==> config.mk <==
export PLATFORM = sky130hd
export DESIGN_NAME = bresenham_line_pixel_generator_top
export DESIGN_NICKNAME = d
export VERILOG_FILES = /design/src/rtl/blpg_pkg.sv /design/src/rtl/blpg_step.sv /design/src/rtl/blpg_addr.sv /design/src/rtl/bresenham_line_pixel_generator_top.sv
export VERILOG_INCLUDE_DIRS = /design/src /design/src/rtl
export SDC_FILE = /design/constraint.sdc
export NUM_CORES = 1
export LEC_CHECK = 0
export CORE_AREA = 5 5 198 344
export DETAILED_ROUTE_END_ITERATION = 8
export DIE_AREA = 0 0 203 349
export DONT_BUFFER_PORTS = 1
export GPL_TIMING_DRIVEN = 0
export HOLD_SLACK_MARGIN = 0.06
export PLACE_DENSITY_LB_ADDON = 0.3
export SETUP_SLACK_MARGIN = 0.15
export SLEW_MARGIN = 10
export SYNTH_ARGS = -nofsm -noshare
export SYNTH_HDL_FRONTEND = slang
export SYNTH_SLANG_ARGS = --single-unit
==> constraint.sdc <==
create_clock -name clk -period 24.3 [get_ports clk]
set_input_delay 2.43 -clock clk [delete_from_list [all_inputs] [get_ports clk]]
set_output_delay 2.43 -clock clk [all_outputs]
set_load 0.01 [all_outputs]
==> src/rtl/bresenham_line_pixel_generator_top_defines.svh <==
// Assertion macros shared by the line generator RTL.
// Each macro expects signals named clk and rst_n in the scope where it is used.
`ifndef BRESENHAM_LINE_PIXEL_GENERATOR_TOP_DEFINES_SVH
`define BRESENHAM_LINE_PIXEL_GENERATOR_TOP_DEFINES_SVH

// Same-cycle implication, checked only out of reset.
`define BLPG_ASSERT_NOW(label, ante, cons) \
    label: assert property (@(posedge clk) disable iff (!rst_n) (ante) |-> (cons)) \
        else $error("line generator assertion failed");

// Next-cycle implication, checked only out of reset.
`define BLPG_ASSERT_NEXT(label, ante, cons) \
    label: assert property (@(posedge clk) disable iff (!rst_n) (ante) |=> (cons)) \
        else $error("line generator assertion failed");

`endif

==> src/rtl/blpg_pkg.sv <==
`default_nettype none

package blpg_pkg;

    // Frame size registers and the framebuffer address.
    localparam int FRAME_BITS = 13;
    localparam int ADDR_BITS  = 24;

    localparam logic [FRAME_BITS-1:0] FRAME_RESET = 13'd700;

    // Configuration register indexes.
    localparam int CFG_INDEX_BITS = 1;
    localparam logic [CFG_INDEX_BITS-1:0] REG_FRAME_WIDTH  = 1'd0;
    localparam logic [CFG_INDEX_BITS-1:0] REG_FRAME_HEIGHT = 1'd1;

    // Operation codes carried by an input transaction.
    typedef enum logic {
        OP_START = 1'b0,
        OP_STEP  = 1'b1
    } op_t;

    typedef struct packed {
        logic [FRAME_BITS-1:0] width;
        logic [FRAME_BITS-1:0] height;
    } frame_t;

endpackage

`default_nettype wire

==> src/rtl/blpg_step.sv <==
`default_nettype none

// Bresenham stepping core: holds line state; one pixel per start or live step.
module blpg_step #(
    parameter int COORD_BITS = 16
) (
    input  wire logic                         clk,
    input  wire logic                         rst_n,
    input  wire logic                         fire,
    input  wire logic                         operation,
    input  wire logic signed [COORD_BITS-1:0] start_x,
    input  wire logic signed [COORD_BITS-1:0] start_y,
    input  wire logic signed [COORD_BITS-1:0] end_x,
    input  wire logic signed [COORD_BITS-1:0] end_y,
    output logic                              produce,
    output logic signed [COORD_BITS-1:0]      pix_x,
    output logic signed [COORD_BITS-1:0]      pix_y,
    output logic                              pix_last
);

    localparam int SPAN_BITS = COORD_BITS + 1;
    localparam int ERR_BITS  = COORD_BITS + 3;

    logic signed [COORD_BITS-1:0] cur_x_reg, cur_x_next;
    logic signed [COORD_BITS-1:0] cur_y_reg, cur_y_next;
    logic signed [COORD_BITS-1:0] goal_x_reg, goal_x_next;
    logic signed [COORD_BITS-1:0] goal_y_reg, goal_y_next;
    logic [SPAN_BITS-1:0]         span_x_reg, span_x_next;
    logic [SPAN_BITS-1:0]         span_y_reg, span_y_next;
    logic                         dir_x_reg, dir_x_next;
    logic                         dir_y_reg, dir_y_next;
    logic signed [ERR_BITS-1:0]   err_reg, err_next;
    logic                         active_reg, active_next;

    logic                         is_start;
    logic signed [COORD_BITS:0]   diff_x, diff_y;
    logic [SPAN_BITS-1:0]         ld_span_x, ld_span_y;
    logic signed [ERR_BITS-1:0]   sx_ext, sy_ext, ld_sx_ext, ld_sy_ext;
    logic signed [ERR_BITS:0]     twice, neg_sy, pos_sx;
    logic                         move_x, move_y;
    logic                         done;

    always_comb
    begin
        is_start = (operation == blpg_pkg::OP_START);

        // Spans of a new line.
        diff_x    = {end_x[COORD_BITS-1], end_x} - {start_x[COORD_BITS-1], start_x};
        diff_y    = {end_y[COORD_BITS-1], end_y} - {start_y[COORD_BITS-1], start_y};
        ld_span_x = diff_x[COORD_BITS] ? SPAN_BITS'(-diff_x) : SPAN_BITS'(diff_x);
        ld_span_y = diff_y[COORD_BITS] ? SPAN_BITS'(-diff_y) : SPAN_BITS'(diff_y);
        ld_sx_ext = {2'b00, ld_span_x};
        ld_sy_ext = {2'b00, ld_span_y};

        // Doubled error compared against both spans of the running line.
        sx_ext = {2'b00, span_x_reg};
        sy_ext = {2'b00, span_y_reg};
        twice  = {err_reg, 1'b0};
        pos_sx = {3'b000, span_x_reg};
        neg_sy = -{3'b000, span_y_reg};
        move_x = (twice >= neg_sy);
        move_y = (twice <= pos_sx);

        cur_x_next  = cur_x_reg;
        cur_y_next  = cur_y_reg;
        goal_x_next = goal_x_reg;
        goal_y_next = goal_y_reg;
        span_x_next = span_x_reg;
        span_y_next = span_y_reg;
        dir_x_next  = dir_x_reg;
        dir_y_next  = dir_y_reg;
        err_next    = err_reg;

        if (is_start)
        begin
            cur_x_next  = start_x;
            cur_y_next  = start_y;
            goal_x_next = end_x;
            goal_y_next = end_y;
            span_x_next = ld_span_x;
            span_y_next = ld_span_y;
            dir_x_next  = !(start_x < end_x);
            dir_y_next  = !(start_y < end_y);
            err_next    = ld_sx_ext - ld_sy_ext;
        end
        else
        begin
            if (move_x)
            begin
                cur_x_next = dir_x_reg ? cur_x_reg - COORD_BITS'(1) : cur_x_reg + COORD_BITS'(1);
            end
            if (move_y)
            begin
                cur_y_next = dir_y_reg ? cur_y_reg - COORD_BITS'(1) : cur_y_reg + COORD_BITS'(1);
            end
            err_next = err_reg - (move_x ? sy_ext : '0) + (move_y ? sx_ext : '0);
        end

        done        = (cur_x_next == goal_x_next) && (cur_y_next == goal_y_next);
        active_next = !done;
        produce     = fire && (is_start || active_reg);
        pix_x       = cur_x_next;
        pix_y       = cur_y_next;
        pix_last    = done;
    end

    always_ff @(posedge clk or negedge rst_n)
    begin
        if (!rst_n)
        begin
            cur_x_reg  <= '0;
            cur_y_reg  <= '0;
            goal_x_reg <= '0;
            goal_y_reg <= '0;
            span_x_reg <= '0;
            span_y_reg <= '0;
            dir_x_reg  <= 1'b0;
            dir_y_reg  <= 1'b0;
            err_reg    <= '0;
            active_reg <= 1'b0;
        end
        else if (produce)
        begin
            cur_x_reg  <= cur_x_next;
            cur_y_reg  <= cur_y_next;
            goal_x_reg <= goal_x_next;
            goal_y_reg <= goal_y_next;
            span_x_reg <= span_x_next;
            span_y_reg <= span_y_next;
            dir_x_reg  <= dir_x_next;
            dir_y_reg  <= dir_y_next;
            err_reg    <= err_next;
            active_reg <= active_next;
        end
    end

endmodule

`default_nettype wire

==> src/rtl/blpg_addr.sv <==
`default_nettype none

// Frame clipping and flipped-row framebuffer address for one pixel.
module blpg_addr #(
    parameter int COORD_BITS = 16
) (
    input  wire logic signed [COORD_BITS-1:0]        pix_x,
    input  wire logic signed [COORD_BITS-1:0]        pix_y,
    input  wire blpg_pkg::frame_t                    frame,
    output logic                                     in_frame,
    output logic [blpg_pkg::ADDR_BITS-1:0]           address
);

    localparam int CMP_BITS =
        ((COORD_BITS > blpg_pkg::FRAME_BITS) ? COORD_BITS : blpg_pkg::FRAME_BITS) + 1;
    localparam int PROD_BITS = 2 * blpg_pkg::FRAME_BITS;

    logic signed [CMP_BITS-1:0]         x_ext, y_ext, w_ext, h_ext, row_full;
    logic [blpg_pkg::FRAME_BITS-1:0]    row, col;
    logic [PROD_BITS-1:0]               prod, sum;

    always_comb
    begin
        x_ext = CMP_BITS'(pix_x);
        y_ext = CMP_BITS'(pix_y);
        w_ext = {{(CMP_BITS - blpg_pkg::FRAME_BITS){1'b0}}, frame.width};
        h_ext = {{(CMP_BITS - blpg_pkg::FRAME_BITS){1'b0}}, frame.height};

        in_frame = !x_ext[CMP_BITS-1] && (x_ext < w_ext)
                && !y_ext[CMP_BITS-1] && (y_ext < h_ext);

        // height - 1 - y, written as height plus the complement of y.
        row_full = h_ext + ~y_ext;
        row      = row_full[blpg_pkg::FRAME_BITS-1:0];
        col      = x_ext[blpg_pkg::FRAME_BITS-1:0];
        prod     = PROD_BITS'(row) * PROD_BITS'(frame.width);
        sum      = prod + PROD_BITS'(col);
        address  = in_frame ? sum[blpg_pkg::ADDR_BITS-1:0] : '0;
    end

endmodule

`default_nettype wire

==> src/rtl/bresenham_line_pixel_generator_top.sv <==
// Channel   Direction  Handshake           Payload
// config    in         cfg_we              cfg_index, cfg_data
// input     in         in_valid/in_stall   operation, start_x, start_y, end_x, end_y
// result    out        out_valid/out_stall pixel_x, pixel_y, in_frame, pixel_address, last
//
// One input transaction is accepted every cycle when the result side keeps up.
// A pixel passes through the input register and the two registers behind it: pixel (error-term
// update) and result (address).
// A step transaction with no line in progress is consumed and yields no result.
// rst_n clears all control state asynchronously; frame size returns to 700 by 700.
// A stalled result holds the pipeline only as far back as its first empty stage.
`default_nettype none

`include "bresenham_line_pixel_generator_top_defines.svh"

module bresenham_line_pixel_generator_top #(
    parameter int COORD_BITS = 16
) (
    input  wire logic                                  clk,
    input  wire logic                                  rst_n,
    // Configuration writes
    input  wire logic                                  cfg_we,
    input  wire logic [blpg_pkg::CFG_INDEX_BITS-1:0]   cfg_index,
    input  wire logic [blpg_pkg::FRAME_BITS-1:0]       cfg_data,
    // Input transactions
    input  wire logic                                  in_valid,
    output logic                                       in_stall,
    input  wire logic                                  operation,
    input  wire logic signed [COORD_BITS-1:0]          start_x,
    input  wire logic signed [COORD_BITS-1:0]          start_y,
    input  wire logic signed [COORD_BITS-1:0]          end_x,
    input  wire logic signed [COORD_BITS-1:0]          end_y,
    // Result transactions
    output logic                                       out_valid,
    input  wire logic                                  out_stall,
    output logic signed [COORD_BITS-1:0]               pixel_x,
    output logic signed [COORD_BITS-1:0]               pixel_y,
    output logic                                       in_frame,
    output logic [blpg_pkg::ADDR_BITS-1:0]             pixel_address,
    output logic                                       last
);

    // Frame size registers.
    blpg_pkg::frame_t frame_reg, frame_next;

    // Input stage.
    logic                         s1_valid_reg, s1_valid_next;
    logic                         s1_op_reg;
    logic signed [COORD_BITS-1:0] s1_sx_reg, s1_sy_reg, s1_ex_reg, s1_ey_reg;

    // Pixel stage.
    logic                         s2_valid_reg, s2_valid_next;
    logic signed [COORD_BITS-1:0] s2_x_reg, s2_y_reg;
    logic                         s2_last_reg;

    // Result stage.
    logic                         out_valid_reg, out_valid_next;
    logic signed [COORD_BITS-1:0] out_x_reg, out_y_reg;
    logic                         out_in_frame_reg, out_last_reg;
    logic [blpg_pkg::ADDR_BITS-1:0] out_addr_reg;

    // Handshake between stages. Each stage may load when it is empty or when
    // its contents move on in the same cycle.
    logic out_ready, s2_ready, s1_ready;
    logic in_fire, s1_fire, s2_fire;

    logic                         produce;
    logic signed [COORD_BITS-1:0] pix_x, pix_y;
    logic                         pix_last;
    logic                         addr_in_frame;
    logic [blpg_pkg::ADDR_BITS-1:0] addr_value;

    assign out_ready = !out_valid_reg || !out_stall;
    assign s2_ready  = !s2_valid_reg || out_ready;
    assign s1_ready  = !s1_valid_reg || s2_ready;
    assign in_stall  = !s1_ready;
    assign in_fire   = in_valid && s1_ready;
    assign s1_fire   = s1_valid_reg && s2_ready;
    assign s2_fire   = s2_valid_reg && out_ready;

    // The user must send register writes only while the block is idle; it is not checked.
    always_comb
    begin
        frame_next = frame_reg;
        if (cfg_we)
        begin
            unique case (cfg_index)
                blpg_pkg::REG_FRAME_WIDTH:  frame_next.width  = cfg_data;
                blpg_pkg::REG_FRAME_HEIGHT: frame_next.height = cfg_data;
                default:                    frame_next = frame_reg;
            endcase
        end
    end

    always_ff @(posedge clk or negedge rst_n)
    begin
        if (!rst_n)
        begin
            frame_reg.width  <= blpg_pkg::FRAME_RESET;
            frame_reg.height <= blpg_pkg::FRAME_RESET;
        end
        else
        begin
            frame_reg <= frame_next;
        end
    end

    // Stage occupancy.
    always_comb
    begin
        s1_valid_next = s1_valid_reg;
        if (in_fire)
        begin
            s1_valid_next = 1'b1;
        end
        else if (s1_fire)
        begin
            s1_valid_next = 1'b0;
        end

        // A step with no line in progress leaves a bubble here.
        s2_valid_next = s2_valid_reg;
        if (s1_fire)
        begin
            s2_valid_next = produce;
        end
        else if (s2_fire)
        begin
            s2_valid_next = 1'b0;
        end

        out_valid_next = out_valid_reg;
        if (s2_fire)
        begin
            out_valid_next = 1'b1;
        end
        else if (!out_stall)
        begin
            out_valid_next = 1'b0;
        end
    end

    always_ff @(posedge clk or negedge rst_n)
    begin
        if (!rst_n)
        begin
            s1_valid_reg  <= 1'b0;
            s2_valid_reg  <= 1'b0;
            out_valid_reg <= 1'b0;
        end
        else
        begin
            s1_valid_reg  <= s1_valid_next;
            s2_valid_reg  <= s2_valid_next;
            out_valid_reg <= out_valid_next;
        end
    end

    // Payload registers load only on a move into their stage.
    always_ff @(posedge clk)
    begin
        if (in_fire)
        begin
            s1_op_reg <= operation;
            s1_sx_reg <= start_x;
            s1_sy_reg <= start_y;
            s1_ex_reg <= end_x;
            s1_ey_reg <= end_y;
        end
        if (s1_fire)
        begin
            s2_x_reg    <= pix_x;
            s2_y_reg    <= pix_y;
            s2_last_reg <= pix_last;
        end
        if (s2_fire)
        begin
            out_x_reg        <= s2_x_reg;
            out_y_reg        <= s2_y_reg;
            out_in_frame_reg <= addr_in_frame;
            out_addr_reg     <= addr_value;
            out_last_reg     <= s2_last_reg;
        end
    end

    // The line state advances once for every item that leaves the input stage and yields a pixel.
    blpg_step #(
        .COORD_BITS (COORD_BITS)
    ) u_step (
        .clk       (clk),
        .rst_n     (rst_n),
        .fire      (s1_fire),
        .operation (s1_op_reg),
        .start_x   (s1_sx_reg),
        .start_y   (s1_sy_reg),
        .end_x     (s1_ex_reg),
        .end_y     (s1_ey_reg),
        .produce   (produce),
        .pix_x     (pix_x),
        .pix_y     (pix_y),
        .pix_last  (pix_last)
    );

    // Clipping and the framebuffer address are worked out in the pixel stage.
    blpg_addr #(
        .COORD_BITS (COORD_BITS)
    ) u_addr (
        .pix_x    (s2_x_reg),
        .pix_y    (s2_y_reg),
        .frame    (frame_reg),
        .in_frame (addr_in_frame),
        .address  (addr_value)
    );

    assign out_valid     = out_valid_reg;
    assign pixel_x       = out_x_reg;
    assign pixel_y       = out_y_reg;
    assign in_frame      = out_in_frame_reg;
    assign pixel_address = out_addr_reg;
    assign last          = out_last_reg;

    // An empty input stage never pushes back.
    `BLPG_ASSERT_NOW(a_empty_never_stalls, !s1_valid_reg, !in_stall)
    // A pixel outside the frame carries a zero address.
    `BLPG_ASSERT_NOW(a_clip_zero_addr, out_valid_reg && !out_in_frame_reg, out_addr_reg == '0)
    // A pixel inside the frame has non-negative coordinates.
    `BLPG_ASSERT_NOW(a_in_frame_sign, out_valid_reg && out_in_frame_reg,
        !out_x_reg[COORD_BITS-1] && !out_y_reg[COORD_BITS-1])
    // A result moved on with nothing behind it leaves the output empty.
    `BLPG_ASSERT_NEXT(a_drain, out_valid_reg && !out_stall && !s2_valid_reg, !out_valid_reg)

endmodule

`default_nettype wire

==> results of run 1 <==
[how the worst max path moves through the flow]
stage / end / startpoint / slack, ns / cells past startpoint
floorplan: pixel_address[21] / s2_y_reg[0] / 16.19 / 35
global placement: pixel_address[23] / s2_y_reg[0] / 14.05 / 35
detailed placement: pixel_address[23] / s2_y_reg[0] / 14.00 / 35
CTS: pixel_address[23] / s2_y_reg[0] / 13.97 / 35
global route: pixel_address[23] / s2_y_reg[0] / 13.35 / 35
finish: pixel_address[23] / s2_y_reg[0] / 13.94 / 35
[stage by stage]
stage / setup slack, ns / hold WS, ns
finish: 13.94 / 0.456
global route: 13.35 / 0.459
CTS: 13.97 / 0.457
detailed placement: 14.00 / 0.437
global placement: 14.05 / 0.413
floorplan: 16.19 / 0.400
[synth_stat cells (5+ instances only)]
master and count:
ha_1 251, dfrtp_1 137, a21boi_0 11, o31ai_1 11
xor2_1 96, o21ai_0 111, nor3b_1 6, inv_1 343
nand2_1 306, nor4_1 12, o21a_1 20, clkbuf_1 70
nor3_1 58, buf_1 8, nand4_1 18, a31oi_1 15
or2_2 7, a21o_1 39, nor2b_1 24, mux2_2 62
a211oi_1 30, o211ai_1 12, nor2_1 139, a2111oi_0 5
mux2i_1 29, dfstp_2 12, o21bai_1 13, a21oi_1 134
xnor2_1 96, or3_1 20, fa_1 152, a22oi_1 6
and2_1 105, o41ai_1 9, edfxtp_1 156, or4_1 5
and3_1 24, nand3_1 27, nand2b_1 25
[worst max-delay path, delay by kind of cell (launching register included)]
kind	cells	cell delay, ns
AND/OR/NAND/NOR	5	0.71
AO/OA/AOI/OAI	11	3.52
buffers and inverters	8	1.04
XOR/XNOR	2	0.69
adder cells (fa/ha/maj)	9	3.66
flip-flops	1	0.44
[metal layers]
| metal | track usage | routed length (microns) | vias to the layer above |
|---|---|---|---|
| met4 | 0.187 | 8390 | 2 |
| met3 | 0.0422 | 4130 | 303 |
| met1 | 0.216 | 27000 | 9764 |
| li1 | - | - | 9199 |
| met2 | 0.445 | 44900 | 681 |
| met5 | 0 | 19 | - |
[cell type report]
type / instances / area [sq um] / share of cell area
antenna: 5 / 12.5 / 0.000446
clock inverter: 23 / 229 / 0.00816
tap: 819 / 1020 / 0.0365
inverter: 344 / 1290 / 0.0460
buffer: 83 / 328 / 0.0117
clock buffer: 39 / 933 / 0.0333
multi-input combinational: 1955 / 15700 / 0.560
sequential: 305 / 8430 / 0.300
timing repair buffer: 4 / 95.1 / 0.00339
[kinds of logic after synthesis]
| kind of cell | Yosys count | share of synthesized area |
|---|---|---|
| buffers and inverters | 427 | 0.0628 |
| xor gates and xnor gates | 192 | 0.0653 |
| and+or+nand+nor | 795 | 0.148 |
| muxes | 92 | 0.0389 |
| AOI/OAI and AO/OA | 473 | 0.117 |
| DFF | 305 | 0.327 |
| adders and majority gates | 403 | 0.240 |
==> out/qor.yml, run 1 <==
arrival_ns: 10.68
synth-edff-count: 156
hold_end: "last"
clkTransAtPathRegs_ns: 0.07
drive_gt1_frac: 0.0603
grt_pass1_wl_microns: 125000
synth_top_area_frac: 0.182
timing.setup.tns_ns: 0
fin_skew_ns: 0.0211
timing.rr.start: "s2_y_reg[0]"
drc_errors: 0
largest_register_ffs: 26
finalWirelength_microns: 84500
final_common_cell: "inv_1"
endpoint_kind: "register"
slew_headroom: 0.152
post_cts_resize_count: 0
netlist_instances: 2687
numCtsBuffers: 34
critPathMaxStageDelay_ns: 0.79
drv_cap: 0
core_region_area_sq_um: 65000
place_area_sq_um: 26900
syn-cell-area_sq_um: 25800
final_util: 0.432
fin_crit_ns: 10.36
final_nets: 3214
grtUsageTotal: 0.235
die_w_microns: 203
reg2reg_slack_ns: 13.94
rsz0062_at_grt: "false"
cts_setup_buffers: 0
clkLatencyLatePin_ns: 0.58
antenna_found_initial: 5
grt_max_degree: 150
cts_tree: "yes"
drtPass1Iterations: 6
io_buffers: 0
hp-class: "reg2reg"
worst_hold_path.num_cells: 0
htreeDepth: 2
crit_type: "reg2reg"
min_from: "s2_last_reg"
min_period_over_period: 0.426
cp.required_ns: 24.62
die_h_microns: 349
wl_per_cell_microns: 23.6
placedCellCount: 3510
synth-seq-cells: 305
via_per_inst: 5.58
grt_overflow: 0
clock_sinks: 305
async_flop_share: 0.489
holdBufCountCts: 0
fin_area_sq_um: 28100
syn_to_final_growth_pct: 8.99
grt_pass1_vias: 20723
yosysTopAreaCell: "edfxtp_1"
cp-start-kind: "register"
fillers: 6269
yosysUniqueCellTypes: 85
fmax_ghz: 0.0965
die_area_sq_um: 70800
drv_slew: 0
root_buffer: "clkbuf_16"
drt_iter0_markers: 1225
vias: 19949
final_cell_mix: "inv_1 (343), nand2_1 (306), ha_1 (251)"
clk_path_buf_depth: 3
ios: 144
num_rows: 124
status: "completed"
ys_top_cells_by_area: "edfxtp_1 (18%), dfrtp_1 (13%), ha_1 (12%), fa_1 (12%), inv_1 (5.0%)"
crit_fanout: 10
synth_nets: 3174
reg2reg_depth: 35
hpwl_microns: 70600
gp_congestion: 0.967
ant_nets: 0
worstMarginPinSlew_ns: 1.26
rr_endpoint: "pixel_address[23]"
avgSynthCellArea_sq_um: 9.59
start_util: 0.396
ys.flop_type: "edfxtp_1"
hold_violations: 0
finalSetupViolations: 0
crit_slowest_cell: "a21oi_1"
fin_cells: 3577
yosysWarnings: 0
synth-seq-area-share: 0.327
Power of run 1 is not shown: default switching activity piles up to over one toggle a cycle in this logic, so the estimate is an artifact.
==> run 2: changes to the inputs <==
==> constraint.sdc (replaced) <==
create_clock -name clk -period 9.8 [get_ports clk]
set_input_delay 0.98 -clock clk [delete_from_list [all_inputs] [get_ports clk]]
set_output_delay 0.98 -clock clk [all_outputs]
set_load 0.01 [all_outputs]
==> run 2 against run 1 <==
Sequential cell count is the same. Die area unchanged. Cell area increased by 0.18%. Critical path type unchanged.
==> out/qor.yml, run 2 (synthesized netlist as in run 1, its figures left out) <==
status: "completed"
die_h_microns: 349
endpoint_kind: "register"
wl_per_cell_microns: 23.6
die_area_sq_um: 70800
via_per_inst: 5.57
root_buffer: "clkbuf_16"
crit_top_cell: "fa_1"
post-place-ws_ns: -0.496
rr_endpoint: "pixel_address[20]"
gp_congestion: 0.967
final_util: 0.433
syn_to_final_growth_pct: 9.19
clkLatencyLatePin_ns: 0.58
drv_slew: 0
ant_nets: 0
ios: 144
cp.required_ns: 10.12
die_w_microns: 203
timing.setup.tns_ns: 0
cp-start-kind: "register"
antenna_found_initial: 5
arrival_ns: 9.50
critical_path.startpoint: "s2_y_reg[0]"
final_cell_mix: "inv_1 (343), nand2_1 (306), ha_1 (251)"
timing.rr.start: "s2_y_reg[0]"
drtPass1Iterations: 7
fin_cells: 3580
fin_skew_ns: 0.0205
hp-class: "in2async"
start_util: 0.396
final_common_cell: "inv_1"
placedCellCount: 3510
clkTransAtPathRegs_ns: 0.07
holdBufCountCts: 0
grt_overflow: 0
htreeDepth: 2
grt_pass1_vias: 20723
vias: 19955
min_period_over_period: 0.937
setup_slack_ns: 0.622
grt_pass1_wl_microns: 125000
worstMarginPinSlew_ns: 1.30
reg2reg_slack_ns: 0.62
crit_fanout: 10
crit_type: "reg2reg"
critPathMaxStageDelay_ns: 0.55
fin_crit_ns: 9.18
grtUsageTotal: 0.235
crit_slowest_cell: "xnor2_1"
io_buffers: 0
finalWirelength_microns: 84400
fmax_ghz: 0.109
drt_iter0_markers: 1161
clock_sinks: 305
clk_path_buf_depth: 3
grt_max_degree: 150
cts_tree: "yes"
final_nets: 3217
hold_violations: 0
num_rows: 124
drc_errors: 0
core_region_area_sq_um: 65000
drv_cap: 0
rsz0062_at_grt: "false"
drive_gt1_frac: 0.0631
finalSetupViolations: 0
largest_register_ffs: 26
reg2reg_depth: 35
numCtsBuffers: 34
slew_headroom: 0.130
hpwl_microns: 70600
==> run 2: worst max path at each step <==
stage / endpoint / slack (ns) / cells after the start
final: pixel_address[20] / 0.62 / 35
after global routing: pixel_address[23] / 0.28 / 37
after CTS: pixel_address[23] / 0.18 / 35
after detailed placement: pixel_address[23] / -0.50 / 35
after global placement: pixel_address[23] / -0.45 / 35
after floorplan: pixel_address[21] / 1.69 / 35
==> run 2: area by class of cell <==
type                       instances  area (sq um)
timing repair buffer               7           118
antenna                            5          12.5
fill                            6268         36900
sequential                       305          8430
clock inverter                    23           229
buffer                            83           330
clock buffer                      39           933
multi-input combinational       1955         15800
tap                              819          1020
inverter                         344          1290
==> run 2: per-stage QoR <==
stage | hold slack, ns | area (sq um)
3_5_place_dp | 0.437 | 26900
4_1_cts | 0.0794 | 28100
3_3_place_gp | 0.413 | 26800
6_report | 0.0966 | 28100
5_1_grt | 0.0729 | 28100
2_1_floorplan | 0.400 | 25800
==> run 2: timing repair <==
| action | CTS | global route |
|---|---|---|
| resized for setup | 6 | 2 |
| endpoints found under the hold margin | 0 | 0 |
| pin swaps | 0 | 1 |
| buffers inserted | 0 | 3 |
| setup endpoints to repair | 8 | 6 |
==> run 2: layer usage <==
| metal | vias to the layer above | part of all wire | track usage |
|---|---|---|---|
| li1 | 9210 | - | - |
| met1 | 9752 | 0.32 | 0.216 |
| met2 | 690 | 0.53 | 0.445 |
| met3 | 301 | 0.051 | 0.0422 |
| met4 | 2 | 0.099 | 0.187 |
| met5 | - | 0.00023 | 0 |
==> run 2: critical path: cells and delay by family (launching register included) <==
| family | cells | cell delay [ns] |
|---|---|---|
| buffers and inverters | 7 | 0.83 |
| AND/OR/NAND/NOR | 8 | 1.20 |
| flip-flops | 1 | 0.44 |
| XOR/XNOR | 2 | 0.67 |
| AO/OA/AOI/OAI | 9 | 2.11 |
| adder cells (fa/ha/maj) | 9 | 3.66 |
Power of run 2 is left out for the same reason.
==> run 3: changes to the inputs <==
--- a/config.mk
+++ b/config.mk
@@ -13,6 +13,7 @@
 export GPL_TIMING_DRIVEN = 0
 export HOLD_SLACK_MARGIN = 0.06
 export PLACE_DENSITY_LB_ADDON = 0.3
+export RECOVER_POWER = 50
 export SETUP_SLACK_MARGIN = 0.15
 export SLEW_MARGIN = 10
 export SYNTH_ARGS = -nofsm -noshare
==> run 3 against run 2 <==
Register-to-register slack barely moved. First-iteration DRC count rose by 3.9%. Cell area fell by 0.20%. The run now ends with max-capacitance violations, max-slew violations left. Sequential share of layout area rose by 0.059 points. Die area did not move. Non-clock buffer count did not move. Sequential cell count did not move. Hold slack improved by 0.0029 ns. Count of clock-buffer cells in the layout did not move. Setup slack got worse by 0.00078 ns. Routed wire length barely moved. Final cell count did not move.
==> out/qor.yml, run 3 (synthesized netlist as in run 1, its figures left out) <==
reg2reg_depth: 35
crit_top_cell: "fa_1"
crit_slowest_cell: "xnor2_1"
grt_pass1_wl_microns: 125000
largest_register_ffs: 26
fin_cells: 3580
cp.buffers_inverters: 7
grt_pass1_vias: 20723
num_rows: 124
core_region_area_sq_um: 65000
final_util: 0.432
finalSetupViolations: 0
crit_cells: 35
worstMarginPinSlew_ns: 3.26
drt_iter0_markers: 1206
crit_fanout: 10
die_w_microns: 203
regArea_sq_um: 8430
drtPass1Iterations: 6
final_cell_mix: "inv_1 (343), nand2_1 (306), ha_1 (251)"
cp.required_ns: 10.12
die_h_microns: 349
cts_tree: "yes"
final_nets: 3217
die_area_sq_um: 70800
fin_skew_ns: 0.0199
status: "complete, but fails checks"
ios: 144
ant_nets: 0
drv_cap: 3
rsz0062_at_grt: "false"
hpwl_microns: 70600
crit_type: "reg2reg"
hp-class: "in2async"
grt_overflow: 0
cp-start-kind: "register"
arrival_ns: 9.50
syn_to_final_growth_pct: 8.97
grt_max_degree: 150
htreeDepth: 2
io_buffers: 0
via_per_inst: 5.58
drv_slew: 113
gp_congestion: 0.967
critical-path-top-delay-family: "adder cells"
min_period_over_period: 0.937
critPathMaxStageDelay_ns: 0.55
holdBufCountCts: 0
fmax_ghz: 0.109
whs_ns: 0.0995
clock_sinks: 305
hold_violations: 0
fillers: 6275
drive_gt1_frac: 0.0613
endpoint_kind: "register"
fin_crit_ns: 9.18
numCtsBuffers: 34
clkLatencyLatePin_ns: 0.58
multi_input_area_sq_um: 15700
antenna_found_initial: 5
violations: "max-capacitance violations, max-slew violations"
clkTransAtPathRegs_ns: 0.07
slew_headroom: -1.18
finalWirelength_microns: 84500
clk_path_buf_depth: 3
final_common_cell: "inv_1"
grtUsageTotal: 0.235
wl_per_cell_microns: 23.6
root_buffer: "clkbuf_16"
start_util: 0.396
drc_errors: 0
timing.setup.tns_ns: 0
vias: 19967
placedCellCount: 3510
-- run 3: changes by cell type in the layout (fill, tap and decap cells not counted) --
cell,before,now
clkbuf_1,69,72
and2_0,0,2
a21boi_0,9,10
a21boi_4,1,0
and2_1,104,103
and2_4,1,0
buf_12,2,1
buf_16,2,1
clkbuf_2,3,2
-- run 3: per-layer routing --
| layer | GRT usage | vias to the layer above | part of all wire |
|---|---|---|---|
| li1 | - | 9203 | - |
| met1 | 0.216 | 9765 | 0.32 |
| met2 | 0.445 | 702 | 0.53 |
| met3 | 0.0422 | 295 | 0.050 |
| met4 | 0.187 | 2 | 0.10 |
| met5 | 0 | - | 0.00022 |
-- run 3: path summary, 6_finish.rpt --
path | to | start | slack, ns
worst max-delay path | pixel_address[20] | s2_y_reg[0] | 0.62
worst min-delay path | u_step.goal_y_reg[6] | rst_n | 0.1
worst max register to register | pixel_address[20] | s2_y_reg[0] | 0.62
worst min register to register | last | s2_last_reg | 0.46
max in group asynchronous | frame_reg[16] | rst_n | 9.32
min in group clk | last | s2_last_reg | 0.46
-- run 3: stage by stage --
stage,worst slack [ns],instance area (sq um)
after floorplan,1.69,25800
after global placement,-0.448,26800
after detailed placement,-0.496,26900
after CTS,0.183,28100
after global routing,0.278,28100
final,0.621,28100
-- run 3: layout make-up --
type | count | area share
diodes | 5 | 0.000446
multi-input cells | 1955 | 0.561
clock inverters | 23 | 0.00816
well taps | 819 | 0.0365
flip-flops and latches | 305 | 0.300
inverters | 344 | 0.0460
repair buffers | 7 | 0.00276
plain buffers | 83 | 0.0117
clock buffers | 39 | 0.0333
-- run 3: what timing repair did --
| action | 4_1_cts | 5_1_grt |
|---|---|---|
| gates cloned | 0 | 0 |
| setup endpoints to repair | 8 | 6 |
| pin swaps | 0 | 1 |
| setup buffers | 0 | 3 |
| resized for setup | 6 | 2 |
Power of run 3 is left out for the same reason.
